File: config.mk
export PLATFORM = sky130hd
export DESIGN_NAME = lpht_ctrl
export DESIGN_NICKNAME = d
export VERILOG_FILES = /design/src/rtl/lpht_pkg.sv /design/src/rtl/lpht_ctrl.sv
export SDC_FILE = /design/constraint.sdc
export NUM_CORES = 1
export LEC_CHECK = 0
export ABC_CLOCK_PERIOD_IN_PS = 1000
export CAP_MARGIN = 5
export CELL_PAD_IN_SITES_DETAIL_PLACEMENT = 1
export CELL_PAD_IN_SITES_GLOBAL_PLACEMENT = 1
export CORE_AREA = 5 5 42 44
export CTS_BUF_LIST = sky130_fd_sc_hd__clkbuf_4 sky130_fd_sc_hd__clkbuf_8
export DETAILED_ROUTE_END_ITERATION = 7
export DIE_AREA = 0 0 47 49
export DONT_BUFFER_PORTS = 1
export PLACE_DENSITY_LB_ADDON = 0.1
export RECOVER_POWER = 50
export SLEW_MARGIN = 20
export SYNTH_ARGS = -nofsm -noshare
export SYNTH_HDL_FRONTEND = slang
export SYNTH_SLANG_ARGS = --single-unit
export TNS_END_PERCENT = 30
File: constraint.sdc
create_clock -name clk_i -period 1 [get_ports clk_i]
set_input_delay 0.05 -clock clk_i [delete_from_list [all_inputs] [get_ports clk_i]]
set_output_delay 0.05 -clock clk_i [all_outputs]
set_load 0.005 [all_outputs]
File: src/rtl/lpht_pkg.sv
`timescale 1ns / 1ps
// ----------------------------------------------------------------------------
// lpht_pkg: shared types and constants
// Request/response structs, codes and table geometry for the hash table.
// ----------------------------------------------------------------------------
package lpht_pkg;

  // Table geometry. The home slot is taken as the low index bits of the key,
  // so the depth is kept a power of two.
  localparam int unsigned TABLE_DEPTH = 128;
  localparam int unsigned IDX_W       = $clog2(TABLE_DEPTH);
  localparam int unsigned CNT_W       = $clog2(TABLE_DEPTH + 1);
  localparam int unsigned KEY_W       = 31;
  localparam int unsigned DATA_W      = 32;

  // Keys below this are reserved.
  localparam logic [KEY_W-1:0] KEY_FIRST_VALID = KEY_W'(2);

  typedef enum logic [1:0] {
    CMD_FIND   = 2'd0,
    CMD_INSERT = 2'd1,
    CMD_DELETE = 2'd2,
    CMD_CLEAR  = 2'd3
  } cmd_e;

  typedef enum logic [2:0] {
    STS_OK      = 3'd0,
    STS_MISS    = 3'd1,
    STS_DUP     = 3'd2,
    STS_FULL    = 3'd3,
    STS_BAD_KEY = 3'd4
  } status_e;

  typedef enum logic [1:0] {
    TAG_EMPTY = 2'd0,
    TAG_USED  = 2'd1,
    TAG_GONE  = 2'd2
  } tag_e;

  typedef struct packed {
    cmd_e                      command;
    logic [KEY_W-1:0]          key;
    logic signed [DATA_W-1:0]  data_in;
  } req_t;

  typedef struct packed {
    status_e                   status;
    logic signed [DATA_W-1:0]  data_out;
  } rsp_t;

  // One stored slot.
  typedef struct packed {
    tag_e                      tag;
    logic [KEY_W-1:0]          key;
    logic signed [DATA_W-1:0]  value;
  } slot_t;

  typedef enum logic [1:0] {
    ST_IDLE  = 2'd0,
    ST_READ  = 2'd1,
    ST_CHECK = 2'd2
  } state_e;

  // Controller to datapath.
  typedef struct packed {
    logic load;     // latch request, point at home slot
    logic read;     // read the current probe slot
    logic advance;  // step to the next slot
    logic finish;   // commit result and table update
  } ctrl_cmd_t;

  // Datapath to controller.
  typedef struct packed {
    logic done;      // current probe ends the request
    logic out_free;  // output register can take a response
  } dp_stat_t;

endpackage

File: src/rtl/lpht_ctrl.sv
`timescale 1ns / 1ps
// ----------------------------------------------------------------------------
// lpht_ctrl: request sequencer
// Steps each request through slot reads and checks until it completes.
// ----------------------------------------------------------------------------
module lpht_ctrl
  import lpht_pkg::*;
(
  input  logic      clk_i,
  input  logic      rst_ni,
  input  logic      in_valid_i,
  output logic      in_stall_o,
  input  dp_stat_t  stat_i,
  output ctrl_cmd_t cmd_o
);

  state_e state_q, state_d;

  always_ff @(posedge clk_i or negedge rst_ni) begin
    if (!rst_ni) begin
      state_q <= ST_IDLE;
    end else begin
      state_q <= state_d;
    end
  end

  always_comb begin
    state_d    = state_q;
    cmd_o      = '0;
    in_stall_o = 1'b1;
    unique case (state_q)
      ST_IDLE: begin
        in_stall_o = 1'b0;
        if (in_valid_i) begin
          cmd_o.load = 1'b1;
          state_d    = ST_READ;
        end
      end
      ST_READ: begin
        cmd_o.read = 1'b1;
        state_d    = ST_CHECK;
      end
      ST_CHECK: begin
        if (stat_i.done) begin
          // hold here until the response can be parked
          if (stat_i.out_free) begin
            cmd_o.finish = 1'b1;
            state_d      = ST_IDLE;
          end
        end else begin
          cmd_o.advance = 1'b1;
          state_d       = ST_READ;
        end
      end
      default: begin
        state_d = ST_IDLE;
      end
    endcase
  end

endmodule

==> summary.md <==
| Metric | Value |
|---|---|
| DP Area | 148 sq um |
| Min Tclk post-route | 1.04 ns |
| CTS tree | done |
| Die W | 47 um |
| Failing checks | negative setup slack |
| Area fraction of the dominant cell type after synthesis | 0.392 |
| Overall routing resource usage | 0.0394 |
| Max-slew violations | 0 |
| Top register by number of flip-flops | state_q |
| Starting Density | 0.0911 |
| Post-DP HPWL | 278 um |
| Fin nets | 28 |
| Synth area leader | dfrtp_1 |
| IO Pins | 10 |
| Gpl congestion | 0.574 |
| Detailed-route DRC error count | 0 |
| Total chip power | 0.564 mW |
| Largest net degree at the start of global routing | 7 |
| Fillers | 171 |
| Hold Fails Final Rpt | 0 |
| Place WS | 0.147 ns |
| MaxCap Viol Count | 0 |
| DR vias/cell | 3.22 |
| Post-Layout Inst Area | 214 sq um |
| Synthesis-to-finish area growth | 67.6% |
| Initial antenna violation count | 0 |
| Crit path required time | 0.95 ns |
| GR peak layer | met3 |
| Least-Margin Pin Slew | 0.255 ns |
| Status | finished with violations |
| N_diodes | 0 |
| Post-DR wirelength/cell | 9.49 um |
| Distinct cells, synth | 12 |
| Lkg Pwr | 0.0890 nW |
| Initial DRC Count | 0 |
| Clock sinks | 2 |
| Synth top area cells | dfrtp_1 39%, nand2b_1 9.8%, buf_4 5.9%, inv_1 5.9%, nand3b_1 5.9% |
| CTS Buffer Depth | 2 |
| Final wirelength | 351 um |
| # setup viols final | 1 |
| F_max | 965 MHz |
| Input/output buffers | 0 |
| Share of cells above drive strength 1 | 0.429 |
| Final core utilization | 0.153 |
| Worst-path clk slew | 0.03 ns |
| Cell area after synthesis | 128 sq um |
| Gr ovfl total | 0 |
| Pwr Density | 2640 nW/um^2 |
| Slew headroom | 0.830 |
| Mapped Nets | 20 |
| Vias in the first global route | 114 |
| CTS Buf Count | 3 |
| H-tree Lvls | 1 |
| PnR worst setup slack | -0.0367 ns |
| Latest clock arrival within the worst-skew pair | 0.22 ns |
| Row cnt | 14 |
| CTS root buffer | clkbuf_4 |
| CP Capture Type | output pin |
| Number of synthesized register bits | 2 |
| Largest registers | state_q x2 |
| Worst Setup Start Kind | flip-flop |
| Initial DRT Pass Iterations | 1 |
| Min-delay worst type | in2reg |
| Antenna viol nets, final | 0 |
| Worst Path Arrival | 0.99 ns |
| Vias after detailed routing | 119 |
| Worst-path maximum fanout | 6 |
| First-pass GRT wire length | 524 um |
| Chip height | 49 um |
| Mean post-synth cell area | 8.51 sq um |
| RSZ-0062 raised after global routing | true |
| Core Region | 1400 sq um |
| GRT met3 Usage | 0.0517 |
| M2 GR Usage | 0.0452 |
| Worst hold slack | 0.00867 ns |
| Die Footprint | 2300 sq um |
| Worst VDD drop | 0.489 mV |
| Synth Instances | 15 |
| Crit Path Category | reg2out |
| Largest register FFs | 2 |
| Post-synthesis sequential area ratio | 0.392 |
| Met1 Use GR | 0.0286 |
| Syn. warnings | 0 |
| Period utilisation layout | 1.04 |
| Final Skew | 0.00118 ns |
layout make-up:
| type | instances | area, sq um | area share |
|---|---|---|---|
| Multi-Input combinational cell | 10 | 75.1 | 0.351 |
| Timing Repair Buffer | 4 | 37.5 | 0.175 |
| Clock buffer | 3 | 22.5 | 0.105 |
| Inverter | 2 | 7.51 | 0.0351 |
| Sequential cell | 2 | 51.3 | 0.240 |
| Tap cell | 16 | 20.0 | 0.0936 |
through the flow:
step           setup TNS (ns)  instances
5_1_grt                -0.242         37
3_5_place_dp                0         31
6_report              -0.0367         37
4_1_cts                -0.109         37
2_1_floorplan               0         15
3_3_place_gp                0         31
cells by family (layout without fill, tap and decap cells):
logic type	after synthesis	count (layout)	synth area share
flops	2	2	0.392
buf+inv	3	9	0.118
simple gates	8	8	0.392
compound gates	2	2	0.0980
where the power goes:
| group | total, mW | leakage [nW] | internal (mW) | switching [mW] |
|---|---|---|---|---|
| Combinational | 0.221 | 0.0511 | 0.129 | 0.0921 |
| Sequential | 0.166 | 0.0241 | 0.121 | 0.0449 |
| Clock | 0.177 | 0.0138 | 0.132 | 0.0448 |
| Total | 0.564 | 0.0890 | 0.382 | 0.182 |
per-layer routing:
layer | vias up | share of wire | wire, um
li1 | 59 | - | -
met1 | 54 | 0.31 | 109
met4 | 0 | 0 | 0
met2 | 6 | 0.50 | 176
met3 | 0 | 0.19 | 66
met5 | - | 0 | 0
cells in the final DEF, fill, tap and decap left out, drive strengths merged:
cell	instances
nor2	2
dfrtp	2
inv	2
clkbuf	3
buf	1
o21bai	1
nor3b	1
dlygate4sd3	3
nor2b	1
nand2b	2
a21oi	1
or2	1
nand3b	1
synth_stat cells:
master,number
a21oi_1,1
inv_1,2
buf_4,1
nor2_2,1
nand2b_1,2
nor2b_1,1
o21bai_1,1
nand3b_1,1
nor2_1,1
nor3b_1,1
or2_1,1
dfrtp_1,2
critical path, stage by stage (launching register included):
cell     delay (ns)
dfrtp_2        0.42
or2_4          0.26
nor2_4         0.08
final timing paths:
kind                                   startpoint  slack (ns)                     end  depth (start not counted)
setup / recovery           state_q[1]$_DFFE_PN0P_       -0.04                cmd_o[3]                          2
hold / removal                          stat_i[1]       0.009  state_q[0]$_DFFE_PN0P_                          2
setup reg to reg           state_q[0]$_DFFE_PN0P_        0.15  state_q[1]$_DFFE_PN0P_                          2
hold reg to reg            state_q[0]$_DFFE_PN0P_        0.49  state_q[0]$_DFFE_PN0P_                          1
max in group asynchronous                  rst_ni        0.81  state_q[1]$_DFFE_PN0P_                          1
min in group asynchronous                  rst_ni        0.06  state_q[1]$_DFFE_PN0P_                          1
timing repair:
item | CTS | global route
endpoints found under the hold margin | 4 | 0
gates resized for setup | 2 | 3
setup buffers | 0 | 0
setup endpoints to repair | 3 | 5
hold buffers | 3 | 0
pin swaps | 1 | 0
(Power assumes the default switching activity.)
